==> src/ddm_pkg.sv <==
`timescale 1ns / 1ps
// ----------------------------------------------------------------------------
// ddm_pkg: shared types and constants for the differential drive mixer
// Widths, drive mode codes, register indexes and the divide-by-100 constants.
// ----------------------------------------------------------------------------
package ddm_pkg;

  // field widths
  localparam int CMD_W    = 8;
  localparam int DUTY_W   = 8;
  localparam int MODE_W   = 2;
  localparam int CFG_IDX_W = 2;
  localparam int CFG_DAT_W = 8;

  // full duty scale; motor range is this minus min_duty
  localparam int DUTY_FULL_SCALE = 255;
  localparam int PCT_FULL        = 100;

  // shared multiply / divide-by-100 unit
  localparam int MDU_A_W    = 9;   // up to (255 + 255)
  localparam int MDU_B_W    = 8;
  localparam int MDU_P_W    = MDU_A_W + MDU_B_W;
  localparam int MDU_Q_W    = 11;  // quotient up to 1300
  localparam int RECIP_SHIFT = 24;
  localparam int RECIP_W    = 18;
  // ceil(2^24 / 100); exact for products below about 199000
  localparam logic [RECIP_W-1:0] RECIP_K = RECIP_W'(167773);

  // drive mode codes
  localparam logic [MODE_W-1:0] MODE_STOP = 2'd0;
  localparam logic [MODE_W-1:0] MODE_FWD  = 2'd1;
  localparam logic [MODE_W-1:0] MODE_BACK = 2'd2;

  // configuration register indexes
  localparam logic [CFG_IDX_W-1:0] REG_MIN_DUTY     = 2'd0;
  localparam logic [CFG_IDX_W-1:0] REG_MAX_DUTY_PCT = 2'd1;

  localparam logic [CFG_DAT_W-1:0] MIN_DUTY_RST     = 8'd100;
  localparam logic [CFG_DAT_W-1:0] MAX_DUTY_PCT_RST = 8'd100;

  // true when a signed percent lies in -100..100 (signed compare)
  function automatic logic in_pct(input logic signed [CMD_W-1:0] v);
    in_pct = (v >= -$signed(CMD_W'(PCT_FULL))) && (v <= $signed(CMD_W'(PCT_FULL)));
  endfunction

  // magnitude of an in-range percent (0..100)
  function automatic logic [6:0] pct_mag(input logic signed [CMD_W-1:0] v);
    logic [CMD_W-1:0] n;
    n = v[CMD_W-1] ? (~v + 1'b1) : v;
    pct_mag = n[6:0];
  endfunction

endpackage

==> src/ddm_if.sv <==
`timescale 1ns / 1ps
// ----------------------------------------------------------------------------
// ddm_if: channel interfaces of the differential drive mixer
// Command, result and configuration write channels, each valid/ready.
// ----------------------------------------------------------------------------

// command channel
interface ddm_cmd_if import ddm_pkg::*; ();
  logic                    valid;
  logic                    ready;
  logic signed [CMD_W-1:0] speed_cmd;
  logic signed [CMD_W-1:0] direction_cmd;
  logic signed [CMD_W-1:0] correction_cmd;

  modport source (output valid, output speed_cmd, output direction_cmd,
                  output correction_cmd, input ready);
  modport sink   (input valid, input speed_cmd, input direction_cmd,
                  input correction_cmd, output ready);
endinterface

// result channel
interface ddm_res_if import ddm_pkg::*; ();
  logic              valid;
  logic              ready;
  logic [MODE_W-1:0] left_mode;
  logic [DUTY_W-1:0] left_duty;
  logic [MODE_W-1:0] right_mode;
  logic [DUTY_W-1:0] right_duty;

  modport source (output valid, output left_mode, output left_duty,
                  output right_mode, output right_duty, input ready);
  modport sink   (input valid, input left_mode, input left_duty,
                  input right_mode, input right_duty, output ready);
endinterface

// configuration write channel
interface ddm_cfg_if import ddm_pkg::*; ();
  logic                 valid;
  logic                 ready;
  logic [CFG_IDX_W-1:0] index;
  logic [CFG_DAT_W-1:0] data;

  modport source (output valid, output index, output data, input ready);
  modport sink   (input valid, input index, input data, output ready);
endinterface

==> src/differential_drive_mixer.sv <==
`timescale 1ns / 1ps
// ----------------------------------------------------------------------------
// differential_drive_mixer: speed / steering / trim mixer for two motors
// Turns one drive command into a mode and PWM duty for each side.
// ----------------------------------------------------------------------------
//  channel | role   | payload
//  cmd     | sink   | speed_cmd, direction_cmd, correction_cmd (signed %)
//  res     | source | left_mode, left_duty, right_mode, right_duty
//  cfg     | sink   | index (0 min_duty, 1 max_duty_percent), data
//
//  One command at a time: the next command is taken only once the current
//  item has left the sequencer. Each item uses the shared multiply /
//  divide-by-100 unit 4 or 5 times, 4 when the kept direction is zero.
//  A finished item waits in the output register; the next command is taken
//  meanwhile, and the block holds its last step only if that register is full.
//  Reset (rst, synchronous) restores min_duty and max_duty_percent to 100 and
//  clears the kept direction and correction. cfg is always ready.
// ----------------------------------------------------------------------------
module differential_drive_mixer import ddm_pkg::*; (
  input  logic    clk,
  input  logic    rst,
  ddm_cmd_if.sink   cmd,
  ddm_res_if.source res,
  ddm_cfg_if.sink   cfg
);

  typedef enum logic [2:0] {S_IDLE, S_TRIM, S_RUN, S_WAIT, S_DONE} state_t;
  typedef enum logic [2:0] {OP_RSIDE, OP_LSIDE, OP_MIX, OP_DLEFT, OP_DRIGHT} op_t;

  state_t state;
  op_t    op;

  logic [CFG_DAT_W-1:0] min_duty;
  logic [CFG_DAT_W-1:0] max_duty_pct;
  logic signed [CMD_W-1:0] kept_dir;
  logic signed [CMD_W-1:0] kept_corr;

  logic [6:0]        speed_mag;
  logic              speed_neg;
  logic [DUTY_W-1:0] lrange, rrange;
  logic [DUTY_W-1:0] lmag, rmag;
  logic              lneg, rneg;
  logic [DUTY_W-1:0] lduty;
  logic [DUTY_W-1:0] rduty;

  logic              out_valid;
  logic [MODE_W-1:0] out_lmode, out_rmode;
  logic [DUTY_W-1:0] out_lduty, out_rduty;

  // shared unit hookup
  logic               mdu_start;
  logic [MDU_A_W-1:0] mdu_a;
  logic [MDU_B_W-1:0] mdu_b;
  logic               mdu_done;
  logic [MDU_Q_W-1:0] mdu_quo;

  ddm_muldiv u_muldiv (
    .clk   (clk),
    .rst   (rst),
    .start (mdu_start),
    .a     (mdu_a),
    .b     (mdu_b),
    .done  (mdu_done),
    .quo   (mdu_quo)
  );

  // handshakes
  logic cmd_fire, cfg_fire, res_fire, out_free, load_out;
  assign cmd.ready = (state == S_IDLE);
  assign cfg.ready = 1'b1;
  assign cmd_fire  = cmd.valid && cmd.ready;
  assign cfg_fire  = cfg.valid && cfg.ready;
  assign res_fire  = out_valid && res.ready;
  assign out_free  = !out_valid || res.ready;
  assign load_out  = (state == S_DONE) && out_free;

  assign res.valid      = out_valid;
  assign res.left_mode  = out_lmode;
  assign res.left_duty  = out_lduty;
  assign res.right_mode = out_rmode;
  assign res.right_duty = out_rduty;

  // trim: (range / 100) * (100 - |corr|)
  logic [DUTY_W-1:0] range_full;
  logic [1:0]        range_hund;
  logic [6:0]        trim_fac;
  logic [DUTY_W-1:0] range_trim;

  always_comb begin
    range_full = DUTY_W'(DUTY_FULL_SCALE) - min_duty;
    if (range_full >= DUTY_W'(2 * PCT_FULL)) begin
      range_hund = 2'd2;
    end else if (range_full >= DUTY_W'(PCT_FULL)) begin
      range_hund = 2'd1;
    end else begin
      range_hund = 2'd0;
    end
    trim_fac = 7'(PCT_FULL) - pct_mag(kept_corr);
    case (range_hund)
      2'd2:    range_trim = {trim_fac, 1'b0};
      2'd1:    range_trim = {1'b0, trim_fac};
      default: range_trim = '0;
    endcase
  end

  // steering factor: 100 + 2*dir (dir < 0) or 100 - 2*dir (dir > 0)
  logic signed [CMD_W:0] dir2;
  logic signed [CMD_W:0] mix_f;
  logic                  mix_neg;
  logic [CMD_W:0]        mix_abs;
  logic                  dir_neg, dir_zero;

  always_comb begin
    dir_neg  = kept_dir[CMD_W-1];
    dir_zero = (kept_dir == '0);
    dir2     = {kept_dir, 1'b0};
    mix_f    = dir_neg ? ((CMD_W+1)'(PCT_FULL) + dir2) : ((CMD_W+1)'(PCT_FULL) - dir2);
    mix_neg  = mix_f[CMD_W];
    mix_abs  = mix_neg ? (~mix_f + 1'b1) : mix_f;
  end

  // operand select for the shared unit
  always_comb begin
    mdu_a = '0;
    mdu_b = '0;
    unique case (op)
      OP_RSIDE: begin
        mdu_a = MDU_A_W'(rrange);
        mdu_b = MDU_B_W'(speed_mag);
      end
      OP_LSIDE: begin
        mdu_a = MDU_A_W'(lrange);
        mdu_b = MDU_B_W'(speed_mag);
      end
      OP_MIX: begin
        mdu_a = dir_neg ? MDU_A_W'(rmag) : MDU_A_W'(lmag);
        mdu_b = mix_abs[MDU_B_W-1:0];
      end
      OP_DLEFT: begin
        mdu_a = MDU_A_W'(lmag) + MDU_A_W'(min_duty);
        mdu_b = max_duty_pct;
      end
      OP_DRIGHT: begin
        mdu_a = MDU_A_W'(rmag) + MDU_A_W'(min_duty);
        mdu_b = max_duty_pct;
      end
      default: begin
        mdu_a = '0;
        mdu_b = '0;
      end
    endcase
  end

  logic mix_skip;
  assign mix_skip  = (op == OP_MIX) && dir_zero;
  assign mdu_start = (state == S_RUN) && !mix_skip;

  // saturated duty from the unit result
  logic [DUTY_W-1:0] duty_sat;
  assign duty_sat = (mdu_quo > MDU_Q_W'(DUTY_FULL_SCALE)) ? DUTY_W'(DUTY_FULL_SCALE)
                                                         : mdu_quo[DUTY_W-1:0];

  // sequencer, state and output register
  always_ff @(posedge clk) begin
    if (rst) begin
      state        <= S_IDLE;
      op           <= OP_RSIDE;
      out_valid    <= 1'b0;
      min_duty     <= MIN_DUTY_RST;
      max_duty_pct <= MAX_DUTY_PCT_RST;
      kept_dir     <= '0;
      kept_corr    <= '0;
    end else begin
      if (cfg_fire) begin
        unique case (cfg.index)
          REG_MIN_DUTY:     min_duty     <= cfg.data;
          REG_MAX_DUTY_PCT: max_duty_pct <= cfg.data;
          default: ;
        endcase
      end

      // output register drains unless it is reloaded in the same cycle
      if (res_fire && !load_out) begin
        out_valid <= 1'b0;
      end

      unique case (state)
        S_IDLE: begin
          if (cmd_fire) begin
            if (in_pct(cmd.speed_cmd)) begin
              speed_mag <= pct_mag(cmd.speed_cmd);
              speed_neg <= cmd.speed_cmd[CMD_W-1];
            end else begin
              speed_mag <= '0;
              speed_neg <= 1'b0;
            end
            if (in_pct(cmd.direction_cmd)) begin
              kept_dir <= cmd.direction_cmd;
            end
            if (in_pct(cmd.correction_cmd)) begin
              kept_corr <= cmd.correction_cmd;
            end
            state <= S_TRIM;
          end
        end

        S_TRIM: begin
          if (kept_corr > 0) begin
            lrange <= range_full;
            rrange <= range_trim;
          end else if (kept_corr < 0) begin
            lrange <= range_trim;
            rrange <= range_full;
          end else begin
            lrange <= range_full;
            rrange <= range_full;
          end
          op    <= OP_RSIDE;
          state <= S_RUN;
        end

        S_RUN: begin
          if (mix_skip) begin
            op <= OP_DLEFT;
          end else begin
            state <= S_WAIT;
          end
        end

        S_WAIT: begin
          if (mdu_done) begin
            state <= S_RUN;
            unique case (op)
              OP_RSIDE: begin
                rmag <= mdu_quo[DUTY_W-1:0];
                rneg <= speed_neg;
                op   <= OP_LSIDE;
              end
              OP_LSIDE: begin
                lmag <= mdu_quo[DUTY_W-1:0];
                lneg <= speed_neg;
                op   <= OP_MIX;
              end
              OP_MIX: begin
                if (dir_neg) begin
                  lmag <= mdu_quo[DUTY_W-1:0];
                  lneg <= rneg ^ mix_neg;
                end else begin
                  rmag <= mdu_quo[DUTY_W-1:0];
                  rneg <= lneg ^ mix_neg;
                end
                op <= OP_DLEFT;
              end
              OP_DLEFT: begin
                lduty <= duty_sat;
                op    <= OP_DRIGHT;
              end
              OP_DRIGHT: begin
                rduty <= duty_sat;
                state <= S_DONE;
              end
              default: state <= S_IDLE;
            endcase
          end
        end

        S_DONE: begin
          // load the result once the output register is free
          if (out_free) begin
            out_valid <= 1'b1;
            if (lmag == '0) begin
              out_lmode <= MODE_STOP;
              out_lduty <= '0;
            end else begin
              out_lmode <= lneg ? MODE_BACK : MODE_FWD;
              out_lduty <= lduty;
            end
            if (rmag == '0) begin
              out_rmode <= MODE_STOP;
              out_rduty <= '0;
            end else begin
              out_rmode <= rneg ? MODE_BACK : MODE_FWD;
              out_rduty <= rduty;
            end
            state <= S_IDLE;
          end
        end

        default: state <= S_IDLE;
      endcase
    end
  end

`ifndef SYNTHESIS
  // unit results only arrive while the sequencer waits for them
  a_done_in_wait: assert property (@(posedge clk) disable iff (rst)
    mdu_done |-> (state == S_WAIT))
    else $error("muldiv result outside wait state");

  // an accepted command starts the trim step and blocks further commands
  a_accept_trim: assert property (@(posedge clk) disable iff (rst)
    cmd_fire |=> (state == S_TRIM) && !cmd.ready)
    else $error("accepted command did not enter trim");

  // a stopped side always shows zero duty
  a_stop_zero: assert property (@(posedge clk) disable iff (rst)
    res.valid && (res.left_mode == MODE_STOP) |-> (res.left_duty == '0))
    else $error("left side stopped with nonzero duty");

  a_stop_zero_r: assert property (@(posedge clk) disable iff (rst)
    res.valid && (res.right_mode == MODE_STOP) |-> (res.right_duty == '0))
    else $error("right side stopped with nonzero duty");

  // the idle sequencer leaves the shared unit empty
  a_idle_quiet: assert property (@(posedge clk) disable iff (rst)
    (state == S_IDLE) |-> !mdu_start && !mdu_done)
    else $error("shared unit busy while idle");
`endif

endmodule

==> src/ddm_muldiv.sv <==
`timescale 1ns / 1ps
// ----------------------------------------------------------------------------
// ddm_muldiv: shared multiply then divide-by-100 unit
// Two-stage pipeline: product, then reciprocal multiply for truncating /100.
// ----------------------------------------------------------------------------
module ddm_muldiv import ddm_pkg::*; (
  input  logic               clk,
  input  logic               rst,
  input  logic               start,
  input  logic [MDU_A_W-1:0] a,
  input  logic [MDU_B_W-1:0] b,
  output logic               done,
  output logic [MDU_Q_W-1:0] quo
);

  localparam int SCALED_W = MDU_P_W + RECIP_W;

  logic               v1;
  logic [MDU_P_W-1:0] prod;
  logic [SCALED_W-1:0] scaled;

  // reciprocal multiply; exact over the product range used here
  assign scaled = SCALED_W'(prod) * SCALED_W'(RECIP_K);

  // stage 1: product, stage 2: quotient
  always_ff @(posedge clk) begin
    if (rst) begin
      v1   <= 1'b0;
      done <= 1'b0;
    end else begin
      v1   <= start;
      done <= v1;
    end
    prod <= MDU_P_W'(a) * MDU_P_W'(b);
    quo  <= scaled[RECIP_SHIFT +: MDU_Q_W];
  end

endmodule
==> src/flat_wrapper.sv <==
// flat-port wrapper written by rule: the top's interface ports become plain ports
module differential_drive_mixer_flat import ddm_pkg::*;
  (clk, rst, cmd_valid, cmd_speed_cmd, cmd_direction_cmd, cmd_correction_cmd, cmd_ready, res_valid, res_left_mode, res_left_duty, res_right_mode, res_right_duty, res_ready, cfg_valid, cfg_index, cfg_data, cfg_ready);
  ddm_cmd_if cmd_i ();
  ddm_res_if res_i ();
  ddm_cfg_if cfg_i ();
  input  logic clk;
  input  logic rst;
  input wire logic [$bits(cmd_i.valid)-1:0] cmd_valid;
  input wire logic [$bits(cmd_i.speed_cmd)-1:0] cmd_speed_cmd;
  input wire logic [$bits(cmd_i.direction_cmd)-1:0] cmd_direction_cmd;
  input wire logic [$bits(cmd_i.correction_cmd)-1:0] cmd_correction_cmd;
  output wire logic [$bits(cmd_i.ready)-1:0] cmd_ready;
  output wire logic [$bits(res_i.valid)-1:0] res_valid;
  output wire logic [$bits(res_i.left_mode)-1:0] res_left_mode;
  output wire logic [$bits(res_i.left_duty)-1:0] res_left_duty;
  output wire logic [$bits(res_i.right_mode)-1:0] res_right_mode;
  output wire logic [$bits(res_i.right_duty)-1:0] res_right_duty;
  input wire logic [$bits(res_i.ready)-1:0] res_ready;
  input wire logic [$bits(cfg_i.valid)-1:0] cfg_valid;
  input wire logic [$bits(cfg_i.index)-1:0] cfg_index;
  input wire logic [$bits(cfg_i.data)-1:0] cfg_data;
  output wire logic [$bits(cfg_i.ready)-1:0] cfg_ready;
  assign cmd_i.valid = cmd_valid;
  assign cmd_i.speed_cmd = cmd_speed_cmd;
  assign cmd_i.direction_cmd = cmd_direction_cmd;
  assign cmd_i.correction_cmd = cmd_correction_cmd;
  assign cmd_ready = cmd_i.ready;
  assign res_valid = res_i.valid;
  assign res_left_mode = res_i.left_mode;
  assign res_left_duty = res_i.left_duty;
  assign res_right_mode = res_i.right_mode;
  assign res_right_duty = res_i.right_duty;
  assign res_i.ready = res_ready;
  assign cfg_i.valid = cfg_valid;
  assign cfg_i.index = cfg_index;
  assign cfg_i.data = cfg_data;
  assign cfg_ready = cfg_i.ready;
  differential_drive_mixer u_core (.clk(clk), .rst(rst), .cmd(cmd_i), .res(res_i), .cfg(cfg_i));
endmodule
==> config.mk <==
export PLATFORM = sky130hd
export DESIGN_NAME = differential_drive_mixer_flat
export DESIGN_NICKNAME = d
export VERILOG_FILES = /design/src/ddm_pkg.sv /design/src/ddm_if.sv /design/src/differential_drive_mixer.sv /design/src/ddm_muldiv.sv /design/src/flat_wrapper.sv
export SDC_FILE = /design/constraint.sdc
export NUM_CORES = 1
export LEC_CHECK = 0
export ABC_AREA = 1
export ABC_CLOCK_PERIOD_IN_PS = 9560
export BUFFER_PORTS_ARGS = -buffer_cell sky130_fd_sc_hd__buf_2
export CORE_AREA = 5 5 166 168
export CTS_CLUSTER_SIZE = 10
export DETAILED_ROUTE_END_ITERATION = 8
export DIE_AREA = 0 0 171 173
export PLACE_DENSITY = 0.74
export SYNTH_ARGS = -nofsm -noshare
export SYNTH_HDL_FRONTEND = slang
export SYNTH_SLANG_ARGS = --single-unit
==> constraint.sdc <==
create_clock -name clk -period 9.56 [get_ports clk]
set_input_delay 2.868 -clock clk [delete_from_list [all_inputs] [get_ports clk]]
set_output_delay 2.868 -clock clk [all_outputs]
set_load 0.005 [all_outputs]
==> flow_metrics.py, run 1 <==
metrics = {
    "setup_path": {
        "slowest_stage": "fa_1",
        "reg2reg_from": "u_core.op[1]$_SDFFE_PP0P_",
        "critPathLaunchType": "register",
        "rrSetupSlack_ns": 3.40,
        "critPathCaptureType": "register",
        "critPathTopFamily": "adder cells",
        "cp_max_fo": 18,
        "cp.required_ns": 9.88,
        "path_buf_inv": 7,
        "slowest_delay_ns": 0.53,
        "worstPathArrival_ns": 6.49,
        "startpoint": "u_core.op[1]$_SDFFE_PP0P_",
        "crit_type": "reg2reg",
    },
    "die": {
        "die_y_um": 173,
        "die-area_um2": 29600,
        "start_util_pct": 59.4,
        "design.portCount": 62,
        "core_area_um2": 25800,
        "num_rows": 59,
        "die_w_um": 171,
    },
    "clock_tree": {
        "ctsHoldBuffers": 0,
        "ctsHtreeMaxLevel": 4,
        "clk_pin_slew_ns": 0.07,
        "ctsResizeCount": 0,
        "post_cts_buffers": 0,
        "cts_tree": "yes",
        "cts_buffers": 17,
        "cts_num_sinks": 147,
        "worstSkewPairLatency_ns": 0.44,
        "cts_root_buf": "clkbuf_16",
        "clk_path_buf_depth": 2,
    },
    "routing": {
        "drtAntennaViolNets": 0,
        "first_pass_iters": 6,
        "wl_per_cell_um": 16.0,
        "vias_per_cell": 5.41,
        "num_vias": 12200,
        "drt-total-wl_um": 36000,
        "drtIter0Drc": 986,
        "drc": 0,
    },
    "final_layout": {
        "syn_to_final_growth_pct": 7.99,
        "layout_common_cells": "383 x inv_1, 343 x nand2_1, 194 x ha_1",
        "multi_input_area_um2": 9940,
        "largest-register": "u_core.u_muldiv.prod",
        "layout-drive-gt1-share_pct": 8.90,
        "fin_nets": 2294,
        "antenna_cells": 0,
        "nFillCells": 2193,
        "sequential_cell_area_um2": 3720,
        "reg_top3": "u_core.u_muldiv.prod: 17 flops, u_core.u_muldiv.quo: 11 flops",
        "final_cells": 2257,
        "largest_register_ffs": 17,
        "layout_commonest_cell": "inv_1",
    },
    "placed_design": {
        "hpwl_um": 30200,
        "post-place-cells": 2225,
        "dp_worst_setup_slack_ns": 3.46,
        "place.gp.congestion": 0.969,
        "port_buffers": 60,
    },
    "logic_synthesis": {
        "synth_area_per_cell_um2": 8.27,
        "yosysWarnings": 0,
        "synth_ff_type": "edfxtp_1",
        "synth.yosys.seq_area_share_pct": 24.3,
        "synth_cells": 1850,
        "synth-edff-count": 78,
        "synthesis.area_um2": 15300,
        "syn_nets": 2235,
        "yosys.cell_types.count": 53,
        "ys_async_sr_fraction_pct": 0,
        "ys_seq_elements": 147,
    },
    "grt": {
        "grt_pass1_wl_um": 60600,
        "overflow": 0,
        "antenna_found_initial": 0,
        "grt_max_degree": 36,
        "grt_pass1_vias": 12200,
        "grt_usage_pct": 25.3,
    },
    "worst_hold_path": {
        "min_from": "u_core.u_muldiv.v1$_SDFF_PP0_",
        "hp-class": "reg2reg",
    },
    "sta": {
        "setup_violations": 0,
        "relSlewSlack_pct": 24.3,
        "rsz0062_at_grt": "false",
        "hold_ws_ns": 0.413,
        "clock_skew_ns": 0.0141,
        "tns_ns": 0,
        "drv_slew": 0,
        "fin_crit_sh_pct": 64.5,
        "hold_viol": 0,
        "tightest_slew_ns": 1.13,
        "fin_ws_ns": 3.40,
        "finalCriticalPeriod_ns": 6.16,
        "fmax_mhz": 162,
    },
    "flow_run": {
        "cap_violations": 0,
    },
    "status": {
        "status": "completed",
    },
}
==> synthesized netlist by cell type, types with 17 or more instances <==
cell type,instances,area share [%]
o21ai_0,79,2.6
edfxtp_1,78,15
o21ai_1,17,0.56
nor3_1,21,0.69
nand3_1,80,2.6
dfxtp_1,69,9.0
nor2_2,19,0.78
inv_2,18,0.44
nor2_1,142,3.5
inv_1,383,9.4
ha_1,194,16
nand2_1,343,8.4
a21oi_1,114,3.7
fa_1,152,20
==> layout make-up <==
| type | count | area share, % |
|---|---|---|
| repair buffers | 61 | 1.86 |
| clock buffers | 17 | 2.58 |
| multi-input cells | 1279 | 60.2 |
| flip-flops and latches | 147 | 22.5 |
| well taps | 335 | 2.54 |
| inverters | 403 | 9.19 |
| clock inverters | 15 | 1.11 |
==> path summary, 6_finish.rpt <==
kind                                 endpoint  cells past startpoint
max reg2reg  u_core.u_muldiv.prod[14]$_DFF_P_                     30
max          u_core.u_muldiv.prod[14]$_DFF_P_                     30
min           u_core.u_muldiv.done$_SDFF_PP0_                      2
min reg2reg   u_core.u_muldiv.done$_SDFF_PP0_                      2
==> logic make-up after synthesis <==
group	count (synthesis)	synth area share, %
AO/OA/AOI/OAI	259	9.69
XOR/XNOR	19	1.09
other	1	0.0245
flip-flops	147	24.3
AND/OR/NAND/NOR	654	18.4
adder cells (fa/ha/maj)	346	35.8
buffers and inverters	424	10.7
==> stage by stage <==
| stage | util (%) | instance area (um2) |
|---|---|---|
| 2_1_floorplan | - | 15300 |
| 6_report | 64.1 | 16500 |
| 5_1_grt | 64.1 | 16500 |
| 3_3_place_gp | 61.7 | 15900 |
| 3_5_place_dp | 61.7 | 15900 |
| 4_1_cts | 64.1 | 16500 |
==> metal layers <==
layer	track usage, %	routed length (um)	up-vias
met5	0	0	-
met4	4.32	365	0
met3	4.73	2660	31
met2	39.5	16300	373
met1	37.4	16700	5803
li1	-	-	5997
==> worst min-delay path, cell delays in order, from the launching register on <==
cell,delay [ns]
dfxtp_1,0.30
inv_1,0.04
nor2_1,0.03
Power of run 1 is not shown: default switching activity piles up to over one toggle a cycle in this logic, so the estimate is an artifact.
==> inputs of run 2 (changes only) <==
--- a/config.mk
+++ b/config.mk
@@ -6,13 +6,13 @@
 export NUM_CORES = 1
 export LEC_CHECK = 0
 export ABC_AREA = 1
-export ABC_CLOCK_PERIOD_IN_PS = 9560
+export ABC_CLOCK_PERIOD_IN_PS = 5400
 export BUFFER_PORTS_ARGS = -buffer_cell sky130_fd_sc_hd__buf_2
-export CORE_AREA = 5 5 166 168
+export CORE_AREA = 5 5 169 171
 export CTS_CLUSTER_SIZE = 10
 export DETAILED_ROUTE_END_ITERATION = 8
-export DIE_AREA = 0 0 171 173
-export PLACE_DENSITY = 0.74
+export DIE_AREA = 0 0 174 176
+export PLACE_DENSITY = 0.75
 export SYNTH_ARGS = -nofsm -noshare
 export SYNTH_HDL_FRONTEND = slang
 export SYNTH_SLANG_ARGS = --single-unit
==> constraint.sdc (replaced) <==
create_clock -name clk -period 5.4 [get_ports clk]
set_input_delay 1.62 -clock clk [delete_from_list [all_inputs] [get_ports clk]]
set_output_delay 1.62 -clock clk [all_outputs]
set_load 0.005 [all_outputs]
==> flow_metrics.py, run 2 (synthesized netlist as in run 1, its figures left out) <==
metrics = {
    "status": {
        "status": "finished, violations left",
        "violations": "negative setup slack",
    },
    "routing": {
        "drc": 0,
        "drtAntennaViolNets": 0,
        "num_vias": 12600,
        "drt-total-wl_um": 37000,
        "drtIter0Drc": 1031,
        "vias_per_cell": 5.36,
        "first_pass_iters": 6,
        "wl_per_cell_um": 15.8,
    },
    "clock_tree": {
        "cts_num_sinks": 147,
        "cts_tree": "yes",
        "cts_root_buf": "clkbuf_16",
        "clk_path_buf_depth": 2,
        "cts_buffers": 17,
        "clk_pin_slew_ns": 0.06,
        "ctsHtreeMaxLevel": 4,
        "worstSkewPairLatency_ns": 0.42,
    },
    "setup_path": {
        "crit_type": "reg2reg",
        "critPathLaunchType": "register",
        "cp.required_ns": 5.71,
        "critPathCaptureType": "register",
        "cp_max_fo": 8,
        "worstPathArrival_ns": 5.75,
        "slowest_stage": "fa_1",
        "slowest_delay_ns": 0.53,
    },
    "final_layout": {
        "largest_register_ffs": 17,
        "nFillCells": 2198,
        "multi_input_area_um2": 10300,
        "layout-drive-gt1-share_pct": 16.1,
        "fin_nets": 2375,
        "syn_to_final_growth_pct": 14.4,
        "antenna_cells": 0,
        "layout_common_cells": "372 x inv_1, 334 x nand2_1, 182 x ha_1",
        "reg_top3": "u_core.u_muldiv.prod: 17 flops, u_core.u_muldiv.quo: 11 flops",
        "layout_commonest_cell": "inv_1",
        "sequential_cell_area_um2": 3730,
        "largest-register": "u_core.u_muldiv.prod",
    },
    "die": {
        "start_util_pct": 57.2,
        "design.portCount": 62,
        "die-area_um2": 30600,
        "core_area_um2": 26700,
        "num_rows": 60,
        "die_w_um": 174,
        "die_y_um": 176,
    },
    "sta": {
        "relSlewSlack_pct": 23.5,
        "clock_skew_ns": 0.00945,
        "rsz0062_at_grt": "true",
        "hold_viol": 0,
        "drv_slew": 0,
        "fin_ws_ns": -0.0413,
        "fmax_mhz": 184,
        "hold_ws_ns": 0.411,
        "fin_crit_sh_pct": 101,
        "finalCriticalPeriod_ns": 5.44,
        "tightest_slew_ns": 1.14,
        "setup_violations": 2,
    },
    "grt": {
        "antenna_found_initial": 0,
        "grt_pass1_vias": 12100,
        "grt_pass1_wl_um": 60300,
        "grt_usage_pct": 24.1,
        "grt_max_degree": 36,
        "overflow": 0,
    },
    "placed_design": {
        "port_buffers": 60,
        "place.gp.congestion": 0.971,
        "hpwl_um": 30300,
    },
    "flow_run": {
        "cap_violations": 0,
    },
    "worst_hold_path": {
        "hp-class": "reg2reg",
    },
}
run 2: changes by cell type in the layout (fill, tap and decap cells not counted), sizes merged:
cell | before | now
buf | 61 | 142
clkbuf | 17 | 19
clkinv | 8 | 5
clkinvlp | 1 | 2
run 2: metrics by stage:
| stage | std cells | setup slack, ns | setup TNS (ns) | cell area (um2) | util (%) |
|---|---|---|---|---|---|
| floorplan | 1850 | 0.0161 | 0 | 15300 | - |
| global placement | 2288 | -0.0234 | -0.0355 | 16400 | 61.3 |
| detailed placement | 2288 | -0.124 | -0.204 | 16400 | 61.3 |
| CTS | 2325 | -0.0227 | -0.0426 | 17100 | 63.8 |
| global route | 2344 | -0.224 | -1.39 | 17500 | 65.4 |
| finish | 2344 | -0.0413 | -0.0522 | 17500 | 65.4 |
run 2: path summary, 6_finish.rpt:
check,end,from,slack [ns],cells after the start
worst max-delay path,u_core.u_muldiv.prod[13]$_DFF_P_,u_core.op[0]$_SDFFE_PP0P_,-0.04,31
worst min-delay path,u_core.u_muldiv.done$_SDFF_PP0_,u_core.u_muldiv.v1$_SDFF_PP0_,0.41,2
worst max register to register,u_core.u_muldiv.prod[13]$_DFF_P_,u_core.op[0]$_SDFFE_PP0P_,-0.04,31
worst min register to register,u_core.u_muldiv.done$_SDFF_PP0_,u_core.u_muldiv.v1$_SDFF_PP0_,0.41,2
run 2: routing by layer:
layer  GRT usage [%]  vias up  part of all wire, %
met5               0        -                    0
met4            4.72        0                  1.5
met3            3.70       47                  7.4
met2            38.3      468                   46
met1            35.6     5878                   46
li1                -     6163                    -
run 2: what timing repair did:
item                                    in CTS  in global routing
endpoints found under the setup margin       6                 19
setup buffers                                5                 20
hold buffers                                 0                  0
resized for setup                           25                 76
pin swaps                                   17                 44
run 2: critical path, delay by kind of cell, from the launching register on:
| family | cells | cell delay (ns) |
|---|---|---|
| AO/OA/AOI/OAI | 6 | 0.76 |
| XOR/XNOR | 1 | 0.15 |
| adder cells (fa/ha/maj) | 7 | 2.77 |
| buffers and inverters | 7 | 0.48 |
| flip-flops | 1 | 0.35 |
| AND/OR/NAND/NOR | 10 | 0.81 |
run 2: cell type report:
cell class	count	share of cell area [%]
Sequential cell	147	21.3
Tap cell	341	2.44
Clock inverter	13	0.687
Inverter	403	8.71
Clock buffer	19	2.53
Timing Repair Buffer	142	5.39
Multi-Input combinational cell	1279	58.9
Power of run 2 is left out for the same reason.
